## src/hdl/nmtf_pkg.sv

```systemverilog
// shared constants and types of the non-manifold triangle filter
package nmtf_pkg;

	localparam int TABLE_ENTRIES_DEF = 4096;
	localparam int INDEX_BITS_DEF    = 24;
	localparam int VERTEX_W          = 24;
	localparam int TOTAL_W           = 24;
	localparam int QUEUE_DEPTH       = 2;
	localparam int S_TDATA_W         = 72;
	localparam int M_TDATA_W         = 32;

	localparam logic [1:0]         SHARE_LIMIT = 2'd2;
	localparam logic [TOTAL_W-1:0] TOTAL_MAX   = '1;

	typedef enum logic [1:0] {
		CAUSE_KEPT,
		CAUSE_DEGEN,
		CAUSE_SHARED,
		CAUSE_FULL
	} cause_t;

endpackage

```

## src/hdl/nmtf_front.sv

```systemverilog
// front end: takes triangles, flags degenerate ones, orders edges and hashes them
module nmtf_front
	import nmtf_pkg::*;
#(
	parameter int TABLE_ENTRIES = TABLE_ENTRIES_DEF,
	parameter int INDEX_BITS    = INDEX_BITS_DEF,
	localparam int ITEM_W = 2 + 6 * INDEX_BITS + 3 * $clog2(TABLE_ENTRIES)
) (
	input  logic                 clk,
	input  logic                 arst_n,
	input  logic                 s_axis_tvalid,
	output logic                 s_axis_tready,
	input  logic [S_TDATA_W-1:0] s_axis_tdata,
	input  logic                 s_axis_tuser,
	output logic                 tri_valid,
	input  logic                 tri_ready,
	output logic [ITEM_W-1:0]    tri_data
);

	localparam int LOG   = $clog2(TABLE_ENTRIES);
	localparam int PW    = LOG + 1;
	localparam int EXT_W = VERTEX_W + INDEX_BITS;
	localparam int HW    = INDEX_BITS + PW;

	typedef struct packed {
		logic                        new_mesh;
		logic                        degen;
		logic [2:0][INDEX_BITS-1:0]  lo;
		logic [2:0][INDEX_BITS-1:0]  hi;
		logic [2:0][LOG-1:0]         hash;
	} tri_t;

	logic                       rdy1;
	logic                       rdy2;
	logic                       rdy3;
	logic [2:0][INDEX_BITS-1:0] vtx_d;
	logic [2:0][INDEX_BITS-1:0] lo_d;
	logic [2:0][INDEX_BITS-1:0] hi_d;
	logic [2:0][PW-1:0]         sum_d;
	logic [2:0][PW-1:0]         inc_d;
	logic [2:0][PW-1:0]         prod_d;
	logic [2:0][LOG-1:0]        hash_d;
	logic                       degen_d;
	tri_t                       tri_d;

	logic                       v_s1;
	logic [2:0][INDEX_BITS-1:0] vtx_s1;
	logic                       new_s1;
	logic                       v_s2;
	logic                       new_s2;
	logic                       degen_s2;
	logic [2:0][INDEX_BITS-1:0] lo_s2;
	logic [2:0][INDEX_BITS-1:0] hi_s2;
	logic [2:0][PW-1:0]         sum_s2;
	logic [2:0][PW-1:0]         inc_s2;
	logic                       v_s3;
	logic                       new_s3;
	logic                       degen_s3;
	logic [2:0][INDEX_BITS-1:0] lo_s3;
	logic [2:0][INDEX_BITS-1:0] hi_s3;
	logic [2:0][PW-1:0]         prod_s3;

	assign rdy3          = !v_s3 || tri_ready;
	assign rdy2          = !v_s2 || rdy3;
	assign rdy1          = !v_s1 || rdy2;
	assign s_axis_tready = rdy1;

	for (genvar k = 0; k < 3; k++) begin : g_vtx
		logic [EXT_W-1:0] v_x;
		assign v_x      = EXT_W'(s_axis_tdata[k*VERTEX_W +: VERTEX_W]);
		assign vtx_d[k] = v_x[INDEX_BITS-1:0];
	end

	assign degen_d = (vtx_s1[0] == vtx_s1[1]) || (vtx_s1[1] == vtx_s1[2]) ||
		(vtx_s1[2] == vtx_s1[0]);

	// pairing hash: only the low bits of s*(s+1) matter once masked to the table
	for (genvar e = 0; e < 3; e++) begin : g_edge
		logic [INDEX_BITS-1:0] p;
		logic [INDEX_BITS-1:0] q;
		logic [HW-1:0]         lo_x;
		logic [HW-1:0]         hi_x;
		logic [HW-1:0]         hi3_x;
		logic [2*PW-1:0]       prod;

		assign p         = vtx_s1[e];
		assign q         = vtx_s1[(e + 1) % 3];
		assign lo_d[e]   = (p < q) ? p : q;
		assign hi_d[e]   = (p < q) ? q : p;
		assign lo_x      = HW'(lo_d[e]);
		assign hi_x      = HW'(hi_d[e]);
		assign sum_d[e]  = lo_x[PW-1:0] + hi_x[PW-1:0];
		assign inc_d[e]  = sum_d[e] + 1'b1;
		assign prod      = (2*PW)'(sum_s2[e]) * (2*PW)'(inc_s2[e]);
		assign prod_d[e] = prod[PW-1:0];
		assign hi3_x     = HW'(hi_s3[e]);
		assign hash_d[e] = prod_s3[e][PW-1:1] + hi3_x[LOG-1:0];
	end

	always_ff @(posedge clk or negedge arst_n) begin
		if (!arst_n) begin
			v_s1 <= 1'b0;
			v_s2 <= 1'b0;
			v_s3 <= 1'b0;
		end else begin
			if (rdy1) begin
				v_s1 <= s_axis_tvalid;
			end
			if (rdy2) begin
				v_s2 <= v_s1;
			end
			if (rdy3) begin
				v_s3 <= v_s2;
			end
		end
	end

	always_ff @(posedge clk) begin
		if (s_axis_tvalid && rdy1) begin
			vtx_s1 <= vtx_d;
			new_s1 <= s_axis_tuser;
		end
		if (v_s1 && rdy2) begin
			new_s2   <= new_s1;
			degen_s2 <= degen_d;
			lo_s2    <= lo_d;
			hi_s2    <= hi_d;
			sum_s2   <= sum_d;
			inc_s2   <= inc_d;
		end
		if (v_s2 && rdy3) begin
			new_s3   <= new_s2;
			degen_s3 <= degen_s2;
			lo_s3    <= lo_s2;
			hi_s3    <= hi_s2;
			prod_s3  <= prod_d;
		end
	end

	assign tri_d.new_mesh = new_s3;
	assign tri_d.degen    = degen_s3;
	assign tri_d.lo       = lo_s3;
	assign tri_d.hi       = hi_s3;
	assign tri_d.hash     = hash_d;
	assign tri_data       = tri_d;
	assign tri_valid      = v_s3;

endmodule

```

## config.mk

```make
export PLATFORM = sky130hd
export DESIGN_NAME = nmtf_front
export DESIGN_NICKNAME = d
export VERILOG_FILES = /design/src/hdl/nmtf_pkg.sv /design/src/hdl/nmtf_front.sv
export SDC_FILE = /design/constraint.sdc
export NUM_CORES = 1
export LEC_CHECK = 0
export ABC_AREA = 0
export BUFFER_PORTS_ARGS = -buffer_cell sky130_fd_sc_hd__buf_2
export CAP_MARGIN = 20
export CORE_ASPECT_RATIO = 0.6
export CORE_MARGIN = 2
export CORE_UTILIZATION = 60
export DETAILED_ROUTE_END_ITERATION = 8
export PLACE_DENSITY = 0.81
export SKIP_LAST_GASP = 1
export SLEW_MARGIN = 5
export SYNTH_ARGS = -nofsm -noshare
export SYNTH_HDL_FRONTEND = slang
export SYNTH_SLANG_ARGS = --single-unit
```

## constraint.sdc

```tcl
create_clock -name clk -period 9 [get_ports clk]
set_input_delay 0.45 -clock clk [delete_from_list [all_inputs] [get_ports clk]]
set_output_delay 0.45 -clock clk [all_outputs]
set_load 0.01 [all_outputs]
```

==> impl_metrics.toml <==
[clocking]
worstSkewPairLatency_ps = 590
cts_max_path_buffers = 3
root_buffer = "clkbuf_16"
clk_pin_slew_worst_paths_ps = 70
cts_num_sinks = 482
cts_made_buffers = 44
tritoncts = "built"
h-tree-depth = 2

[global_routing]
grt_max_degree = 77
antenna_found_initial = 9
use_met2_pct = 40.97
grt_overflow_total = 0
grt_pass1_vias = 18816
grt.met1_usage_pct = 43.11
grt_pass1_wl_um = 108000
grt_use_total_pct = 28.37
top_usage_layer = "met1"
met3_usage_pct = 7.060

[yosys]
synth_top_area_cell = "edfxtp_1"
muxShareOfSynthArea_pct = 5.045
yosysMostFrequentCell = "edfxtp_1"
synthAdderAreaFrac_pct = 20.98
synth_compound_area_share_pct = 4.838
synth_top_area_share_pct = 49.62
yosys-top-cells-area = "edfxtp_1, ha_1, fa_1"
synth_common_cells = "edfxtp_1, inv_1, ha_1"
yosys_register_bits = 482
synth_xor_area_share_pct = 5.227
synth-main-ff-cell = "edfxtp_1"
seq_area_frac_synth_pct = 49.87
synth_cells = 2331
synthArstFlopShare_pct = 0.6224
ys_types = 60
synth_area_um2 = 28990
synth-simple-area-share_pct = 8.584
yosys_warnings = 0
synth_edf_count = 479
syn-num-nets = 2804
syn_avg_cell_area_um2 = 12.44
synth_top_family_by_area = "adder cells"

[sta]
timing.clock.skew_ps = 14.39
finalWorstSetupSlack_ps = 4133
setup_viol = 0
fin_crit_sh_pct = 54.07
clock.fmax_mhz = 205.5
maxSlewHeadroom_pct = 26.66
hold_viol_final = 0
maxSlewViolCount = 0
tns_ps = 0
tightestPinTransition_ps = 1100
period_minus_slack_ps = 4867
hold_slack_ps = 32.12
rsz0062_at_grt = "no"

[setup_path]
cpMaxStageDelayCell = "edfxtp_1"
path_buf_inv = 4
r2r_slack_ps = 4130
endpoint_kind = "flop"
r2r_start = "inc_s2[14]"
cp_top_family = "adder cells"
path_class = "reg2reg"
path_max_fanout = 12
crit_chain = "and2_1 -> fa_1 -> inv_1 -> fa_1 -> inv_1 -> fa_1 -> ha_1 -> inv_1 -> fa_1 -> inv_1 -> ha_1 -> a21oi_1 -> o21bai_1 -> a21oi_1 -> o21ai_0 -> xnor2_1"
cp-start-kind = "flop"
reg2reg_depth = 16
reg2reg_to = "prod_s3[25]"
max_stage_delay_ps = 580
critPathArrivalTime_ps = 5200
crit_required_ps = 9330

[finish]
nets = 3063
postLayoutCellArea_um2 = 32490
final_cell_count_no_fill = 3270
nFillCells = 3458
drive_gt1_share_pct = 13.34
utilization_pct = 67.99
area_growth_pct = 12.06

[placement]
dpl.hpwl_um = 53330
pre_cts_slack_ps = 4128
globalplace.congestion = 0.9475
dp.cells = 3183
placed_area_um2 = 30900
io_buffers = 260

[routing]
post-route-drc-count = 0
dr.pass1.iters = 5
antenna_left = 0
vias = 18602
drt_iter0_markers = 1931
via_per_inst = 5.689
wl_um = 70000
wl_per_cell_um = 21.41

[floorplan]
io_pins = 261
dieArea_um2 = 50150
die_y_um = 174.3
placementRows = 62
fp.dieW_um = 287.8
initial_core_util_pct = 60.67
core_area_um2 = 47790

[power]
power_mw = 11.88
p_leak_nw = 14.05
ir_worst_vdd_mv = 0.3346
power.density_nw_per_um2 = 365.8

[worst_hold_path]
hold-path-endpoint = "g_edge[0].p[19]"
hold_depth = 1
hold_class = "in2reg"
hp-start = "s_axis_tdata[19]"

[run_status]
status = "completed"

[job]
cap_violations = 0
[sequential cells by signal, summed over array words and instances (netlist names)]
signal / flops
new_s2: 1
new_s1: 1
v_s1: 1
g_edge.q: 48
hi_s2: 72
tri_data: 144
sum_s2: 39
inc_s2: 39
lo_s2: 72
v_s2: 1
degen_s2: 1
prod_s3: 36
degen_s3: 1
tri_valid: 1
new_s3: 1
g_edge.p: 24
[worst max path at each step]
stage / from / end / slack (ps) / depth (start not counted)
finish: inc_s2[14] / prod_s3[25] / 4130 / 16
global route: inc_s2[14] / prod_s3[25] / 3810 / 16
CTS: sum_s2[16] / prod_s3[25] / 4110 / 17
detailed placement: sum_s2[15] / prod_s3[25] / 4130 / 17
global placement: inc_s2[29] / prod_s3[38] / 4220 / 15
floorplan: tri_valid / degen_s2 / 2680 / 3
[cells in the final DEF, fill, tap and decap left out, types with 4 or more instances in the layout]
cell / count
nand3_1: 25
and3_1: 4
o21bai_1: 14
a21oi_1: 71
diode_2: 6
o31ai_1: 4
nor2b_1: 19
a221o_1: 4
a31oi_1: 12
a41o_1: 4
nor2_1: 58
o21ai_0: 35
or4_1: 5
edfxtp_1: 479
and2_1: 104
buf_4: 8
nand2_1: 211
buf_2: 260
nand4_1: 14
clkinv_2: 5
inv_1: 352
o21a_1: 9
xor2_1: 43
clkbuf_16: 44
fa_1: 150
clkinvlp_4: 6
nor4_1: 12
nor3b_1: 4
xnor2_1: 130
ha_1: 246
a21o_1: 24
nand2b_1: 17
nor3_1: 27
bufinv_16: 8
mux2i_1: 145
a211oi_1: 5
clkinv_1: 6
[routing by layer]
layer	up-vias	wire length [um]	share of wire, %
met5	-	42	0.060
met4	6	1639	2.3
met3	114	6952	9.9
met2	867	30000	43
met1	9165	31360	45
li1	8450	-	-
[cell type report]
type                            count  area, um^2  area share [%]
Inverter                          352        1321           4.067
Clock buffer                       47        1112           3.424
Timing Repair Buffer              269        1371           4.221
Sequential cell                   482       14460           44.51
Clock inverter                     33       446.7           1.375
Antenna cell                        6       15.01         0.04622
Tap cell                          640       800.8           2.465
Multi-Input combinational cell   1441       12960           39.90
[timing repair]
action                    in CTS  in global routing
gates resized for setup        0                  0
hold buffers                   1                  0
hold endpoints to repair       3                  0
setup buffers                  0                  0
[power breakdown]
| group | switching [mW] | internal, mW | total, mW |
|---|---|---|---|
| logic | 3.55 | 2.85 | 6.41 |
| registers | 0.259 | 3.20 | 3.46 |
| clock network | 0.871 | 1.15 | 2.02 |
| total | 4.68 | 7.20 | 11.9 |
[cell families (layout without fill, tap and decap cells)]
| kind of cell | after synthesis | in the layout |
|---|---|---|
| buffers and inverters | 408 | 701 |
| DFF | 482 | 482 |
| muxes | 146 | 146 |
| AOI/OAI and AO/OA | 214 | 214 |
| xor gates and xnor gates | 173 | 173 |
| adders and majority gates | 396 | 396 |
| other | 0 | 6 |
| and+or+nand+nor | 512 | 512 |
(Power assumes the default switching activity.)
