**config.mk**
```make
export PLATFORM = sky130hd
export DESIGN_NAME = nmtf_fifo
export DESIGN_NICKNAME = d
export VERILOG_FILES = /design/src/hdl/nmtf_fifo.sv
export SDC_FILE = /design/constraint.sdc
export NUM_CORES = 1
export LEC_CHECK = 0
export BUFFER_PORTS_ARGS = -buffer_cell sky130_fd_sc_hd__buf_2
export CAP_MARGIN = 20
export CORE_UTILIZATION = 38
export DETAILED_ROUTE_END_ITERATION = 6
export HOLD_SLACK_MARGIN = 0.02
export RECOVER_POWER = 50
export SLEW_MARGIN = 30
export SYNTH_ARGS = -nofsm -noshare
export SYNTH_HDL_FRONTEND = slang
export SYNTH_SLANG_ARGS = --single-unit
```
**constraint.sdc**
```tcl
create_clock -name clk -period 2.2 [get_ports clk]
set_input_delay 0.11 -clock clk [delete_from_list [all_inputs] [get_ports clk]]
set_output_delay 0.11 -clock clk [all_outputs]
set_load 0.02 [all_outputs]
```
**src/hdl/nmtf_fifo.sv**
```systemverilog
// short queue between the classifying front and the table back end
module nmtf_fifo #(
	parameter int WIDTH = 8,
	parameter int DEPTH = 2,
	localparam int PW = (DEPTH > 1) ? $clog2(DEPTH) : 1,
	localparam int CW = $clog2(DEPTH + 1)
) (
	input  logic             clk,
	input  logic             arst_n,
	input  logic             in_valid,
	output logic             in_ready,
	input  logic [WIDTH-1:0] in_data,
	output logic             out_valid,
	input  logic             out_ready,
	output logic [WIDTH-1:0] out_data
);

	logic [WIDTH-1:0] slot_q [DEPTH];
	logic [PW-1:0]    wr_q;
	logic [PW-1:0]    rd_q;
	logic [CW-1:0]    fill_q;
	logic             push;
	logic             pop;

	assign in_ready  = (fill_q != CW'(DEPTH));
	assign out_valid = (fill_q != '0);
	assign out_data  = slot_q[rd_q];
	assign push      = in_valid && in_ready;
	assign pop       = out_valid && out_ready;

	always_ff @(posedge clk or negedge arst_n) begin
		if (!arst_n) begin
			wr_q   <= '0;
			rd_q   <= '0;
			fill_q <= '0;
		end else begin
			if (push) begin
				wr_q <= (wr_q == PW'(DEPTH - 1)) ? '0 : wr_q + 1'b1;
			end
			if (pop) begin
				rd_q <= (rd_q == PW'(DEPTH - 1)) ? '0 : rd_q + 1'b1;
			end
			case ({push, pop})
				2'b10:   fill_q <= fill_q + 1'b1;
				2'b01:   fill_q <= fill_q - 1'b1;
				default: fill_q <= fill_q;
			endcase
		end
	end

	always_ff @(posedge clk) begin
		if (push) begin
			slot_q[wr_q] <= in_data;
		end
	end

endmodule

```
==> reports/qor.csv, run 1 <==
stage,metric,value,unit
outcome,outcome,finished clean,
logic_synthesis,sequential element share of the synthesized area,0.753,
detailed_routing,drt pass-1 iters,4,
clock_network,htree depth,1,
logic_synthesis,xor/xnor share of the synthesized area,0.0568,
global_route,initial antenna violation count,0,
power,sw frac,0.320,
layout,# diodes,0,
die,Starting Density,0.423,
global_route,first-pass GRT wire length,1760,um
clock_network,CTS Buf Count,3,
layout,"commonest cells after routing, fill and taps aside","buf_2 (16), edfxtp_1 (16), dlygate4sd3_1 (9)",
clock_network,CTS hold repair buffers,9,
logic_synthesis,"area leader, netlist",edfxtp_1,
die,# IOs,22,
logic_synthesis,Synth top area share,0.623,
power,Flop pwr share,0.443,
power,combinational share of power,0.340,
power,Power Density,1310,nW/um2
layout,proportion of layout cells with a drive suffix above 1,0.387,
layout,Synth-to-Final Area Change,34.7,%
clock_network,post-CTS setup buffers,0,
global_route,vias in the first global route,419,
die,die height,47.0,um
critical_path,worst path arrival time,1530,ps
logic_synthesis,post-synthesis cell type count,13,
timing,Rel. slew slack,0.538,
clock_network,CTS max path bufs,2,
power,Clock power frac,0.216,
hold_path,HP Class,primary input to register,
power,worst vdd ir,0.000765,V
layout,Post-Route Utilization,0.570,
clock_network,post-cts resize count,0,
logic_synthesis,main area contributors after synthesis,"edfxtp_1 (62%), dfrtp_1 (13%), mux2_2 (12%), xnor2_1 (3.4%), xor2_1 (2.3%)",
power,Int Power,0.923,mW
logic_synthesis,cell count after synthesis,42,
power,Psw,0.435,mW
die,die area,2210,um2
critical_path,Reg2Reg Setup Slack,610,ps
detailed_routing,residual DRC count,0,
critical_path,Worst setup SP type,register,
die,CORE AREA,1820,um2
clock_network,CTS tree,built,
layout,fillers,163,
flow_run,Max-cap violations,0,
detailed_routing,drt total wl,1180,um
logic_synthesis,main combinational cell family by area after synthesis,multiplexers,
clock_network,clock sinks,20,
layout,Post-layout nets,89,
detailed_routing,vias per cell,4.43,
timing,final period utilization,0.722,
critical_path,CP endpoint kind,register,
power,Tot Pwr,1.36,mW
detailed_routing,Initial DRC Count,3,
logic_synthesis,multiplexer share of the synthesized area,0.117,
timing,Tightest Pin Transition,690,ps
critical_path,WS Path Type,register to register,
layout,Final Non-Filler Cells,100,
detailed_routing,wire length per cell,11.8,um
logic_synthesis,Synth Area in Adders,0.0162,
timing,Finish-stage setup viols,0,
die,Rows,15,
timing,min cycle time layout,1590,ps
logic_synthesis,Synth Area per Inst,18.4,um2
timing,setup tns final,0,ps
place,dpl cells,87,
power,leakage,0.405,nW
critical_path,"Req. time, crit path",2140,ps
place,Post-DP HPWL,752,um
timing,Fmax,629,MHz
logic_synthesis,Yosys reg bits,20,
logic_synthesis,Ys Warns,0,
timing,final hold viol count,0,
clock_network,root buffer cell,clkbuf_4,
global_route,total grt overflow,0,
die,Die Width,47.0,um
timing,RSZ-0062 raised after global routing,no,
timing,Post-Route Skew,3.32,ps
global_route,pin count of the biggest net entering global routing,13,
logic_synthesis,Synth Net Count,55,
timing,Worst Hold Slack,109,ps
detailed_routing,post-route ant nets,0,
timing,fin. max-slew vios,0,
logic_synthesis,complex-gate fraction of the synthesized area,0,
clock_network,"Reg clk slew, reported paths",110,ps
global_route,GRT Total Usage,0.122,
place,PortBufs,21,
critical_path,worst-path maximum fanout,8,
detailed_routing,vias after detailed routing,443,
place,GPL Wtd Cong,0.664,
logic_synthesis,post-synthesis simple-gate area fraction,0.0503,
logic_synthesis,cell area after synthesis,771,um2
clock_network,Skew-Pair Late Insertion Delay,290,ps
==> cell usage after synthesis (all sizes together) <==
| cell type | number |
|---|---|
| buf | 1 |
| ha | 1 |
| xor2 | 2 |
| and3 | 1 |
| dfrtp | 4 |
| mux2 | 8 |
| nand2 | 1 |
| nand2b | 1 |
| xnor2 | 3 |
| and2 | 1 |
| or2 | 1 |
| edfxtp | 16 |
| nor2 | 2 |
==> routing by layer <==
layer  vias up  wire (um)  part of all wire  global-route usage
met3         0         46             0.039              0.0269
li1        219          -                 -                   -
met4         0          0                 0              0.0686
met2        13        558              0.47               0.194
met1       211        569              0.48               0.154
met5         -          0                 0                   0
==> cells by family after synthesis <==
| group | Yosys count |
|---|---|
| multiplexers | 8 |
| adder cells (fa/ha/maj) | 1 |
| AND/OR/NAND/NOR | 7 |
| XOR/XNOR | 5 |
| buffers and inverters | 1 |
| flip-flops | 20 |
==> final timing paths <==
kind                                        from                endpoint  cells past startpoint
max                        fill_q[0]$_DFFE_PN0P_  slot_q[0][4]$_DFFE_PP_                      3
min                                    out_ready        rd_q$_DFFE_PN0P_                      3
max reg2reg                fill_q[0]$_DFFE_PN0P_  slot_q[0][4]$_DFFE_PP_                      3
min reg2reg                     wr_q$_DFFE_PN0N_        wr_q$_DFFE_PN0N_                      1
max in group asynchronous                 arst_n        rd_q$_DFFE_PN0P_                      2
min in group asynchronous                 arst_n   fill_q[0]$_DFFE_PN0P_                      2
==> registers in the layout (all words and copies together) (netlist names) <==
| register | cells |
|---|---|
| rd_q | 1 |
| fill_q | 2 |
| slot_q | 16 |
| wr_q | 1 |
==> worst max-delay path, cell delays in order (launching register included) <==
cell and delay [ps]:
dfrtp_1 410, nand2b_1 160, nand2_1 110, nor2_1 550
==> power by group through the flow <==
| stage | logic, mW | registers, mW | clock network, mW |
|---|---|---|---|
| 2_1_floorplan | 0.372 | 0.569 | 0 |
| 3_3_place_gp | 0.460 | 0.612 | 0 |
| 3_5_place_dp | 0.464 | 0.612 | 0 |
| 4_1_cts | 0.477 | 0.605 | 0.298 |
| 5_1_grt | 0.509 | 0.620 | 0.308 |
| 6_report | 0.462 | 0.602 | 0.293 |
==> stage by stage <==
step                      worst slack [ps]  area (um2)
final                                  611        1040
after global routing                   483        1040
after CTS                              577        1040
after detailed placement               593         902
after global placement                 586         902
after floorplan                        645         771
==> final cells by class <==
type                            count  area [um2]  share of cell area
Sequential cell                    20         581               0.559
Timing Repair Buffer               30         189               0.182
Tap cell                           25        31.3              0.0301
Clock buffer                        3        22.5              0.0217
Multi-Input combinational cell     21         185               0.178
Clock inverter                      1        30.0              0.0289
No activity file was read; power rests on OpenSTA's default activity.
==> run 2: changes to the inputs <==
- ABC_AREA: default -> 1
- clock period: 2.2 -> 1.4 ns (I/O delays scaled with it)
==> run 2 against run 1 <==
Worst setup slack got worse by 530 ps. Fmax rose by 21%. Synthesized cell count rose by 69%. Largest power group is now combinational cells. Via count rose by 35%. Combinational power rose by 120%. Critical path type unchanged. Clock skew rose by 8.1 ps. Register-to-register slack got worse by 530 ps. Total power rose by 64%. Clock power fell by 7.8%. Count of clock-buffer cells in the layout did not move. Final area rose by 7.5%.
==> reports/qor.csv, run 2 <==
stage,metric,value,unit
outcome,outcome,finished clean,
hold_path,Hold EP,rd_q$_DFFE_PN0P_,
layout,"commonest non-fill, non-tap cell in the layout",nand2_1,
timing,setup tns final,0,ps
logic_synthesis,Synth top area share,0.585,
power,Power Density,1990,nW/um2
clock_network,"Reg clk slew, reported paths",110,ps
logic_synthesis,xor/xnor share of the synthesized area,0.0107,
place,placed instance area,960,um2
layout,Regs by FF count,"slot_q x16, fill_q x2",
detailed_routing,drt total wl,1430,um
critical_path,worst path arrival time,1320,ps
clock_network,CTS tree,built,
place,Post-DP HPWL,894,um
global_route,M2 GR Usage,0.216,
layout,# diodes,0,
die,CORE AREA,2000,um2
critical_path,Reg2Reg Setup Slack,80,ps
layout,Post-layout nets,123,
logic_synthesis,complex-gate fraction of the synthesized area,0.00610,
critical_path,worst reg2reg path depth,6,
die,Die Width,48.5,um
critical_path,Worst R2R End,slot_q[0][0]$_DFFE_PP_,
logic_synthesis,multiplexer share of the synthesized area,0,
clock_network,root buffer cell,clkbuf_4,
timing,RSZ-0062 raised after global routing,no,
layout,post-route cell area,1120,um2
global_route,initial antenna violation count,0,
place,PortBufs,21,
die,die height,48.5,um
global_route,GRT Total Usage,0.129,
critical_path,reg-to-reg critical path startpoint,fill_q[0]$_DFFE_PN0P_,
timing,Rel. slew slack,0.809,
logic_synthesis,post-synthesis simple-gate area fraction,0.220,
clock_network,CTS max path bufs,2,
layout,Largest Register,slot_q,
hold_path,WHS Path Cells,3,
logic_synthesis,Yosys reg bits,20,
place,dpl cells,119,
critical_path,CP endpoint kind,register,
layout,Synth-to-Final Area Change,36.0,%
logic_synthesis,Synth Net Count,84,
global_route,total grt overflow,0,
logic_synthesis,cell with the most instances after synthesis,nand2_1,
detailed_routing,vias after detailed routing,597,
detailed_routing,residual DRC count,0,
logic_synthesis,main area contributors after synthesis,"edfxtp_1 (59%), nand2_1 (14%), dfrtp_1 (12%), nand2_4 (2.7%), inv_1 (2.3%)",
die,Rows,16,
logic_synthesis,Async SR Flop Fraction,0.200,
power,leakage,0.506,nW
timing,Fmax,760,MHz
global_route,gr busiest metal,met2,
timing,fin. max-slew vios,0,
die,die area,2350,um2
hold_path,HP Class,primary input to register,
logic_synthesis,Synth Area in Adders,0.0152,
critical_path,WS Path Type,register to register,
logic_synthesis,Post-synth EDFFs,16,
global_route,first-pass GRT wire length,2280,um
timing,Finish-stage setup viols,0,
timing,final period utilization,0.939,
global_route,GR Util met1,0.164,
detailed_routing,Initial DRC Count,16,
critical_path,worst-path maximum fanout,8,
logic_synthesis,Post-synth top cells,"nand2_1 (31), edfxtp_1 (16), inv_1 (5)",
place,GPL Wtd Cong,0.710,
power,worst vdd ir,0.00106,V
global_route,met3 global-route usage,0.0314,
logic_synthesis,"Top FF cell, synth",edfxtp_1,
detailed_routing,post-route ant nets,0,
critical_path,"Req. time, crit path",1410,ps
layout,Post-Route Utilization,0.558,
layout,Final Non-Filler Cells,136,
logic_synthesis,cell area after synthesis,821,um2
critical_path,Worst setup SP type,register,
detailed_routing,wire length per cell,10.5,um
layout,Largest register FFs,16,
logic_synthesis,main combinational cell family by area after synthesis,simple AND/OR/NAND/NOR gates,
layout,"commonest cells after routing, fill and taps aside","nand2_1 (31), buf_2 (16), edfxtp_1 (16)",
detailed_routing,vias per cell,4.39,
global_route,pin count of the biggest net entering global routing,12,
timing,Tightest Pin Transition,285,ps
logic_synthesis,sequential element share of the synthesized area,0.707,
global_route,vias in the first global route,520,
timing,final hold viol count,0,
logic_synthesis,"area leader, netlist",edfxtp_1,
logic_synthesis,post-synthesis cell type count,15,
clock_network,Skew-Pair Late Insertion Delay,300,ps
logic_synthesis,Ys Warns,0,
timing,Setup WS post-layout,84.8,ps
die,# IOs,22,
place,pre-CTS setup slack,9.41,ps
flow_run,Max-cap violations,0,
timing,min cycle time layout,1320,ps
logic_synthesis,cell count after synthesis,71,
clock_network,htree depth,1,
die,Starting Density,0.410,
logic_synthesis,Synth Area per Inst,11.6,um2
clock_network,CTS Buf Count,3,
hold_path,Hold Startpoint,out_ready,
clock_network,clock sinks,20,
detailed_routing,drt pass-1 iters,4,
layout,proportion of layout cells with a drive suffix above 1,0.303,
timing,Post-Route Skew,11.4,ps
==> run 2: where the power goes <==
| part | leakage, nW | switching [mW] | internal, mW |
|---|---|---|---|
| clock network | 0.0154 | 0.166 | 0.104 |
| logic | 0.296 | 0.631 | 0.388 |
| registers | 0.195 | 0.107 | 0.829 |
==> run 2: critical path, cell delays in order (launching register included) <==
cell	delay (ps)
dfrtp_1	400
inv_2	60
buf_4	140
nand2_4	70
nand2_4	70
nor2_1	90
buf_4	190
==> run 2: worst max-delay path by stage <==
| stage | from | cells past startpoint | slack, ps | to |
|---|---|---|---|---|
| global route | fill_q[1]$_DFFE_PN0P_ | 9 | 0.006 | fill_q[1]$_DFFE_PN0P_ |
| floorplan | fill_q[1]$_DFFE_PN0P_ | 9 | 30 | fill_q[1]$_DFFE_PN0P_ |
| global placement | fill_q[1]$_DFFE_PN0P_ | 9 | 60 | fill_q[1]$_DFFE_PN0P_ |
| CTS | fill_q[0]$_DFFE_PN0P_ | 9 | 5 | fill_q[1]$_DFFE_PN0P_ |
| detailed placement | fill_q[1]$_DFFE_PN0P_ | 9 | 9 | fill_q[1]$_DFFE_PN0P_ |
| finish | fill_q[0]$_DFFE_PN0P_ | 6 | 80 | slot_q[0][0]$_DFFE_PP_ |
==> run 2: through the flow <==
step | hold WS (ps) | total power [mW]
floorplan | -226 | 1.57
global placement | -115 | 1.81
detailed placement | -116 | 1.83
CTS | 28.8 | 2.14
global route | 28.7 | 2.38
finish | 25.5 | 2.23
==> run 2: cell families (layout without fill, tap and decap cells) <==
family          after synthesis  count (layout)
compound gates                1               1
buf+inv                       8              46
simple gates                 40              40
xor+xnor                      1               1
flops                        20              20
fa+ha+maj                     1               1
==> run 2: area by class of cell <==
| cell class | instances | area, um2 |
|---|---|---|
| fill | 179 | 886 |
| sequential | 20 | 582 |
| timing repair buffer | 35 | 226 |
| multi-input combinational | 43 | 219 |
| tap | 27 | 33.8 |
| inverter | 7 | 28.8 |
| clock buffer | 3 | 22.5 |
| clock inverter | 1 | 3.75 |
==> run 2: metal layers <==
layer / vias up / part of all wire
li1: 306 / -
met1: 273 / 0.46
met2: 16 / 0.50
met3: 2 / 0.038
met4: 0 / 0.0056
met5: - / 0
==> run 2: timing repair <==
item | in CTS | in global routing
buffers inserted | 1 | 3
hold buffers | 9 | 0
hold endpoints to repair | 20 | 0
resized for setup | 1 | 3
setup endpoints to repair | 4 | 9
